`src/rtl/assert_macros.svh`:
```
// Assertion helpers for the RTL files; only e2cb_arc.sv includes them.
`ifndef ASSERT_MACROS_SVH
`define ASSERT_MACROS_SVH

// The consequent must hold in the same cycle as the antecedent.
`define E2CB_ASSERT_IMP(lbl, clk, rstn, ante, cons, msg) \
    lbl: assert property (@(posedge clk) disable iff (!rstn) (ante) |-> (cons)) else $error(msg);

// The consequent must hold in the cycle after the antecedent.
`define E2CB_ASSERT_NXT(lbl, clk, rstn, ante, cons, msg) \
    lbl: assert property (@(posedge clk) disable iff (!rstn) (ante) |=> (cons)) else $error(msg);

`endif

```
`src/rtl/e2cb_pkg.sv`:
```
`timescale 1ns / 1ps
package e2cb_pkg;

    localparam int COORD_W    = 32;
    localparam int DIFF_W     = COORD_W + 1;
    localparam int ROOT_W     = 32;
    localparam int SQ_REM_W   = ROOT_W + 3;
    localparam int RAD_W      = 64;
    localparam int SQ_STAGES  = ROOT_W / 2;
    localparam int LEN_W      = ROOT_W + 1;
    localparam int QUO_W      = 32;
    localparam int DV_REM_W   = LEN_W + 1;
    localparam int NUM_W      = 64;
    localparam int DV_STAGES  = QUO_W / 2;
    localparam int UNIT_SHIFT = 29;
    localparam int KAPPA_W    = 29;
    localparam logic [KAPPA_W-1:0] KAPPA_Q29 = 29'd296505617;
    localparam int KA_W       = 34;
    localparam int R_W        = 35;
    localparam int B_W        = 36;
    localparam int CRD_W      = 40;
    localparam int S_DATA_W   = 192;
    localparam int M_DATA_W   = 264;

    typedef struct packed {
        logic signed [COORD_W-1:0] cx;
        logic signed [COORD_W-1:0] cy;
        logic signed [DIFF_W-1:0]  dx;
        logic signed [DIFF_W-1:0]  dy;
        logic signed [DIFF_W-1:0]  qx;
        logic signed [DIFF_W-1:0]  qy;
        logic signed [KA_W-1:0]    kax;
        logic signed [KA_W-1:0]    kay;
        logic                      wide;
        logic                      degen;
    } side_t;

    typedef struct packed {
        logic [SQ_REM_W-1:0] rem;
        logic [ROOT_W-1:0]   root;
    } sq_t;

    typedef struct packed {
        sq_t              acc;
        logic [RAD_W-1:0] rad;
        side_t            side;
    } sq_stage_t;

    typedef struct packed {
        logic [DV_REM_W-1:0] rem;
        logic [QUO_W-1:0]    q;
    } dv_t;

    typedef struct packed {
        dv_t              x;
        dv_t              y;
        logic [QUO_W-1:0] nx;
        logic [QUO_W-1:0] ny;
        logic [LEN_W-1:0] d;
        side_t            side;
    } dv_stage_t;

    typedef struct packed {
        logic [3:0][CRD_W-1:0] px;
        logic [3:0][CRD_W-1:0] py;
        logic [3:0][CRD_W-1:0] tx;
        logic [3:0][CRD_W-1:0] ty;
        logic                  degen;
    } arc_t;

    function automatic sq_t sqrt_step(input sq_t cur, input logic [1:0] pair);
        sq_t                 res;
        logic [SQ_REM_W-1:0] part;
        logic [SQ_REM_W-1:0] trial;
        part  = {cur.rem[SQ_REM_W-3:0], pair};
        trial = {1'b0, cur.root, 2'b01};
        if (part >= trial) begin
            res.rem  = part - trial;
            res.root = {cur.root[ROOT_W-2:0], 1'b1};
        end else begin
            res.rem  = part;
            res.root = {cur.root[ROOT_W-2:0], 1'b0};
        end
        return res;
    endfunction

    function automatic dv_t div_step(input dv_t cur, input logic nbit,
                                     input logic [LEN_W-1:0] d);
        dv_t                 res;
        logic [DV_REM_W-1:0] part;
        logic [DV_REM_W-1:0] dd;
        part = {cur.rem[DV_REM_W-2:0], nbit};
        dd   = {1'b0, d};
        if (part >= dd) begin
            res.rem = part - dd;
            res.q   = {cur.q[QUO_W-2:0], 1'b1};
        end else begin
            res.rem = part;
            res.q   = {cur.q[QUO_W-2:0], 1'b0};
        end
        return res;
    endfunction

    function automatic logic [COORD_W-1:0] sat32(input logic signed [CRD_W-1:0] a);
        logic [COORD_W-1:0] res;
        if (!a[CRD_W-1] && (|a[CRD_W-2:COORD_W-1])) begin
            res = {1'b0, {(COORD_W-1){1'b1}}};
        end else if (a[CRD_W-1] && !(&a[CRD_W-2:COORD_W-1])) begin
            res = {1'b1, {(COORD_W-1){1'b0}}};
        end else begin
            res = a[COORD_W-1:0];
        end
        return res;
    endfunction

endpackage

```
`src/rtl/e2cb_arc.sv`:
```
`timescale 1ns / 1ps
`include "assert_macros.svh"
module e2cb_arc (
    input  logic                           aclk,
    input  logic                           aresetn,
    input  logic                           in_valid,
    output logic                           in_ready,
    input  e2cb_pkg::arc_t                 arc,
    output logic                           m_axis_tvalid,
    input  logic                           m_axis_tready,
    // segment_index, start_x, start_y, end_x, end_y, ctrl_one_x, ctrl_one_y,
    // ctrl_two_x, ctrl_two_y, zero fill
    output logic [e2cb_pkg::M_DATA_W-1:0]  m_axis_tdata,
    // degenerate
    output logic                           m_axis_tuser,
    output logic                           m_axis_tlast
);
    import e2cb_pkg::*;

    arc_t        arc_reg;
    logic        hold_valid_reg;
    logic        hold_valid_next;
    logic [1:0]  idx_reg;
    logic [1:0]  idx_next;
    logic [1:0]  nidx;
    logic        last_beat;
    logic        beat_take;
    logic        load;
    logic signed [CRD_W-1:0] pi_x, pi_y, pn_x, pn_y, ti_x, ti_y, tn_x, tn_y;
    logic signed [CRD_W-1:0] c1_x, c1_y, c2_x, c2_y;

    assign last_beat = arc_reg.degen || (idx_reg == 2'd3);
    assign beat_take = hold_valid_reg && m_axis_tready;
    assign in_ready  = !hold_valid_reg || (m_axis_tready && last_beat);
    assign load      = in_valid && in_ready;

    always_comb begin
        hold_valid_next = hold_valid_reg;
        idx_next        = idx_reg;
        if (load) begin
            hold_valid_next = 1'b1;
            idx_next        = '0;
        end else if (beat_take) begin
            if (last_beat) begin
                hold_valid_next = 1'b0;
            end else begin
                idx_next = idx_reg + 2'd1;
            end
        end
    end

    always_ff @(posedge aclk) begin
        if (!aresetn) begin
            hold_valid_reg <= 1'b0;
            idx_reg        <= '0;
        end else begin
            hold_valid_reg <= hold_valid_next;
            idx_reg        <= idx_next;
        end
    end

    always_ff @(posedge aclk) begin
        if (load) begin
            arc_reg <= arc;
        end
    end

    assign nidx = idx_reg + 2'd1;
    assign pi_x = arc_reg.px[idx_reg];
    assign pi_y = arc_reg.py[idx_reg];
    assign pn_x = arc_reg.px[nidx];
    assign pn_y = arc_reg.py[nidx];
    assign ti_x = arc_reg.tx[idx_reg];
    assign ti_y = arc_reg.ty[idx_reg];
    assign tn_x = arc_reg.tx[nidx];
    assign tn_y = arc_reg.ty[nidx];
    assign c1_x = pi_x + ti_x;
    assign c1_y = pi_y + ti_y;
    assign c2_x = pn_x - tn_x;
    assign c2_y = pn_y - tn_y;

    always_comb begin
        if (arc_reg.degen) begin
            m_axis_tdata = '0;
        end else begin
            m_axis_tdata = {6'd0, sat32(c2_y), sat32(c2_x), sat32(c1_y), sat32(c1_x),
                            sat32(pn_y), sat32(pn_x), sat32(pi_y), sat32(pi_x), idx_reg};
        end
    end

    assign m_axis_tvalid = hold_valid_reg;
    assign m_axis_tuser  = arc_reg.degen;
    assign m_axis_tlast  = last_beat;

    `E2CB_ASSERT_NXT(a_idx_step, aclk, aresetn, beat_take && !last_beat, hold_valid_reg && (idx_reg == $past(idx_reg) + 2'd1), "segment did not advance")
    `E2CB_ASSERT_NXT(a_drain, aclk, aresetn, beat_take && last_beat && !load, !hold_valid_reg, "held item not released")
    `E2CB_ASSERT_IMP(a_degen_idx, aclk, aresetn, hold_valid_reg && arc_reg.degen, idx_reg == 2'd0, "degenerate beat off segment zero")

endmodule

```
`config.mk`:
```
export PLATFORM = sky130hd
export DESIGN_NAME = e2cb_arc
export DESIGN_NICKNAME = d
export VERILOG_FILES = /design/src/rtl/e2cb_pkg.sv /design/src/rtl/e2cb_arc.sv
export VERILOG_INCLUDE_DIRS = /design/src /design/src/rtl
export SDC_FILE = /design/constraint.sdc
export NUM_CORES = 1
export LEC_CHECK = 0
export ABC_CLOCK_PERIOD_IN_PS = 31700
export BUFFER_PORTS_ARGS = -buffer_cell sky130_fd_sc_hd__clkbuf_2
export CORE_AREA = 10 10 351 353
export DETAILED_ROUTE_END_ITERATION = 10
export DIE_AREA = 0 0 361 363
export PLACE_DENSITY = 0.64
export SKIP_LAST_GASP = 1
export SLEW_MARGIN = 5
export SYNTH_ARGS = -nofsm -noshare
export SYNTH_HDL_FRONTEND = slang
export SYNTH_SLANG_ARGS = --single-unit
```
`constraint.sdc`:
```
create_clock -name aclk -period 31.7 [get_ports aclk]
set_clock_uncertainty 0.15 [all_clocks]
set_input_delay 3.17 -clock aclk [delete_from_list [all_inputs] [get_ports aclk]]
set_output_delay 3.17 -clock aclk [all_outputs]
set_load 0.02 [all_outputs]
```
==> results by stage <==
Status:
- The run finished with clean final reports.

Worst setup path:
- The critical path contains buffers and inverters numbering 4 combined.
- STA puts the critical path data required time at 28.38 ns.
- The number of stages on the worst setup path is 17.
- The endpoint class of the critical path is an output port.
- The largest fanout of any net on the critical path is 58.
- Traced cell by cell, the critical path runs through buf_4, buf_4, buf_4, mux4_2, ha_1, o21ai_0, nor2_1, a31oi_1, a2111oi_2, o21ai_1, a22oi_1, xnor2_1, a2111oi_2, nand4_2, nand2_2, a21oi_1, clkbuf_2.
- The maximum cell stage delay along the critical path is 0.86 ns.
- The critical-path cell with the highest stage delay is sky130_fd_sc_hd__a2111oi_2.
- The cell that appears most often on the critical path is sky130_fd_sc_hd__buf_4.
- The critical path startpoint category is a flop.
- The critical path class is flop to output port.
- The arrival time reported for the critical path endpoint is 8.58 ns.
- The category of cells accounting for the largest share of critical-path delay is buffers and inverters.
- The count of cells along the worst register-to-register path is 9.

Place:
- Routability-driven placement finished with a final weighted congestion of 0.954.
- The standard cell area after detailed placement is 0.0447 mm2.
- Summed over all nets, the half-perimeter wirelength after detailed placement is 130000 um.
- The number of placed instances, taps included is 5234.
- Buffers placed on the I/O ports in this run total 906.

Timing:
- The count of endpoints failing hold in the final timing report is 0.
- The worst pin sits at a relative slew slack of 0.198.
- Counting I/O delays and the setup requirement, the final critical path takes 11.90 ns.
- The tightest hold path in the finished design has a slack of 0.425 ns.
- The actual slew at the worst max-slew pin is 1.20 ns.
- The final-report max-slew violation count is 0.
- The number of setup violations in the final report is 0.
- The setup TNS is 0 ns.
- The fraction of the cycle the final worst path needs is 0.375.
- Setup repair after global routing left no endpoint under its margin.
- The highest achievable clock rate is 0.0840 GHz.

Yosys:
- For this run, asynchronously set or reset flops after synthesis account for 0.
- The register bit count reported by yosys is 644.
- For this run, the number of Yosys warnings is 0.
- For this run, the leading register cell type out of synthesis is sky130_fd_sc_hd__edfxtp_1.
- The number of enable-type register cells in the synthesized netlist is 641.
- Counting every instance in the synthesized netlist gives 2927.
- The cell area after synthesis is 0.0386 mm2.
- Synthesis instantiated 91 different standard cells from the library.
- Of the synthesized area, sequential elements account for 0.500.
- The mean instance size in the synthesized netlist is 13.2 um2.

Clock network:
- The clock transition at the registers of the reported paths is 0.06 ns.
- The number of buffers inserted by post-CTS setup repair is 0.
- TritonCTS built the clock tree.
- The number of buffers created by CTS is 74.
- The total clock sinks is 644.
- The later pin in the worst-skew pair is clocked with a latency of 0.62 ns.
- The H-tree generated during clock tree synthesis spans 3 levels.
- The hold buffer count at cts is 0.
- Clock tree synthesis selected as its root buffer the cell sky130_fd_sc_hd__clkbuf_16.
- In this run the deepest clock path goes through 3 buffers.
- Gates resized during post-CTS repair numbered 0.

Global routing:
- The number of antenna violations at the first check in global routing is 32.
- For this run, the total global-route usage over all layers was measured as 0.236.
- The wire length of the first global-routing pass is 226000 um.
- The global-route congestion overflow total is 0.
- Entering global routing, the biggest net connects 176 pins.
- The number of global-route vias before repair came to 31400.

Pwr:
- Power comes to 2.65 mW.
- VDD sags by at most 0.0458 mV.
- The power density relative to cell area is 56.2 mW/mm2.
- Summed over all cells, the static leakage comes to 18.3 nW.

Floorplan:
- For this configuration, the core starts out at a cell density of 0.333.
- Row generation in the floorplan step produced 125 rows.
- The overall die width is 361 um.
- The overall die height is 363 um.
- The number of top-level pins is 913.
- The die outline area is 0.131 mm2.
- The floorplan core area is 0.116 mm2.

Detailed routing:
- After detailed routing, the total wire length is 161000 um.
- The pre-antenna-repair detailed-routing pass consisted of 5 iterations.
- In this run the remaining antenna-violating nets after routing total 0.
- The number of vias per cell is 5.74.
- The routed wire length per instance is 29.9 um.
- In this run, the number of DRC markers left after iteration 0 of detailed routing was 3589.
- In the routed design, unresolved DRC markers number 0.
- The routed via count is 30900.

Finish:
- Of the cells placed in the final design, the portion with a size suffix greater than 1 is 0.374.
- The post-synthesis to final-layout area growth is 22.0%.
- Leaving out filler cells and counting taps, the final layout contains 5385.
- In the layout the commonest cells are 906 x sky130_fd_sc_hd__clkbuf_2, 641 x sky130_fd_sc_hd__edfxtp_1, 320 x sky130_fd_sc_hd__mux4_2.
- The post-route cell area is 0.0471 mm2.
- The commonest non-fill, non-tap cell in the layout is sky130_fd_sc_hd__clkbuf_2.
- The register with the most flip-flops in the layout has 640 of them.
- At the end of the flow, the number of nets in the layout was 4592.

Min path:
- The path class of the tightest hold or removal check is flop to flop.
- The worst hold path cell count is 2.

Run:
- Across the run, the number of max-cap violations was 0.
-- worst reg2reg max path: stages (launching register included) --
cell and delay, ns:
sky130_fd_sc_hd__edfxtp_1 0.32, sky130_fd_sc_hd__buf_4 0.35, sky130_fd_sc_hd__buf_4 0.42, sky130_fd_sc_hd__or2_2 0.24, sky130_fd_sc_hd__nand2_1 0.08, sky130_fd_sc_hd__nand2_1 0.11
sky130_fd_sc_hd__and2_4 0.67, sky130_fd_sc_hd__buf_4 0.85, sky130_fd_sc_hd__buf_4 0.95, sky130_fd_sc_hd__buf_12 0.72
-- path summary, 6_finish.rpt --
kind / start / end / slack [ns]
setup reg to reg: m_axis_tuser$_DFFE_PP_ / arc_reg[403]$_DFFE_PP_ / 26.20
hold / removal: m_axis_tvalid$_SDFFE_PN0P_ / m_axis_tvalid$_SDFFE_PN0P_ / 0.42
setup / recovery: idx_reg[0]$_SDFFE_PP0P_ / m_axis_tdata[169] / 19.80
hold reg to reg: m_axis_tvalid$_SDFFE_PN0P_ / m_axis_tvalid$_SDFFE_PN0P_ / 0.42
-- area by class of cell --
class                   instances  area [um2]
clock inverters                41         414
flip-flops and latches        644       19300
multi-input cells            2000       18200
well taps                    1524        1910
clock buffers                  92        1940
repair buffers                943        4850
inverters                     123         462
fillers                     10900       68800
diodes                         18        45.0
-- routing by layer --
metal / track usage / wire, um / up-vias
li1: - / - / 13300
met1: 0.303 / 63600 / 15400
met2: 0.364 / 73500 / 1829
met3: 0.0732 / 16000 / 336
met4: 0.105 / 7580 / 24
met5: 0 / 161 / -
-- Yosys cell counts (5+ instances only) --
| library cell | n | area share |
|---|---|---|
| sky130_fd_sc_hd__buf_4 | 10 | 0.0019 |
| sky130_fd_sc_hd__o21ai_0 | 117 | 0.015 |
| sky130_fd_sc_hd__or2_2 | 5 | 0.00081 |
| sky130_fd_sc_hd__a21oi_2 | 32 | 0.0073 |
| sky130_fd_sc_hd__nand2b_1 | 16 | 0.0026 |
| sky130_fd_sc_hd__a211oi_1 | 20 | 0.0039 |
| sky130_fd_sc_hd__and2_1 | 13 | 0.0021 |
| sky130_fd_sc_hd__edfxtp_1 | 641 | 0.50 |
| sky130_fd_sc_hd__nor3_1 | 25 | 0.0032 |
| sky130_fd_sc_hd__o211ai_1 | 10 | 0.0019 |
| sky130_fd_sc_hd__o21ai_1 | 49 | 0.0063 |
| sky130_fd_sc_hd__a21oi_1 | 230 | 0.030 |
| sky130_fd_sc_hd__and3_1 | 19 | 0.0031 |
| sky130_fd_sc_hd__or3_1 | 6 | 0.00097 |
| sky130_fd_sc_hd__mux4_2 | 320 | 0.19 |
| sky130_fd_sc_hd__nand4_1 | 44 | 0.0071 |
| sky130_fd_sc_hd__ha_1 | 157 | 0.051 |
| sky130_fd_sc_hd__buf_1 | 16 | 0.0016 |
| sky130_fd_sc_hd__a221o_1 | 5 | 0.0013 |
| sky130_fd_sc_hd__o31ai_1 | 7 | 0.0014 |
| sky130_fd_sc_hd__nor4_1 | 19 | 0.0031 |
| sky130_fd_sc_hd__nand2_1 | 158 | 0.015 |
| sky130_fd_sc_hd__nand3_1 | 28 | 0.0036 |
| sky130_fd_sc_hd__inv_1 | 123 | 0.012 |
| sky130_fd_sc_hd__o21bai_1 | 27 | 0.0052 |
| sky130_fd_sc_hd__buf_2 | 50 | 0.0065 |
| sky130_fd_sc_hd__a31oi_1 | 18 | 0.0029 |
| sky130_fd_sc_hd__xnor2_1 | 82 | 0.019 |
| sky130_fd_sc_hd__nor2b_1 | 27 | 0.0044 |
| sky130_fd_sc_hd__o21a_1 | 32 | 0.0062 |
| sky130_fd_sc_hd__xor2_1 | 62 | 0.014 |
| sky130_fd_sc_hd__o2111ai_1 | 5 | 0.0011 |
| sky130_fd_sc_hd__a21o_1 | 75 | 0.015 |
| sky130_fd_sc_hd__o211a_1 | 5 | 0.0013 |
| sky130_fd_sc_hd__nor2_1 | 277 | 0.027 |
| sky130_fd_sc_hd__clkbuf_1 | 83 | 0.0081 |
-- stage by stage --
step	util	setup slack [ns]
finish	0.407	19.80
global route	0.407	19.08
CTS	0.406	19.81
detailed placement	0.386	20.53
global placement	0.386	20.43
floorplan	-	12.44
-- cell families after synthesis --
kind of cell             count (synthesis)  share of synthesized area
AO/OA/AOI/OAI                          699                      0.115
XOR/XNOR                               144                     0.0327
adder cells (fa/ha/maj)                161                     0.0529
buffers and inverters                  288                     0.0318
flip-flops                             644                      0.500
multiplexers                           324                      0.188
other                                    1                  0.0000971
AND/OR/NAND/NOR                        666                     0.0798
-- power by group --
| part | switching (mW) | internal, mW |
|---|---|---|
| Combinational | 0.509 | 0.257 |
| Sequential | 0.0335 | 1.00 |
| Clock | 0.361 | 0.487 |
| Total | 0.903 | 1.75 |
Note: power is estimated with default switching activity, not from simulation.
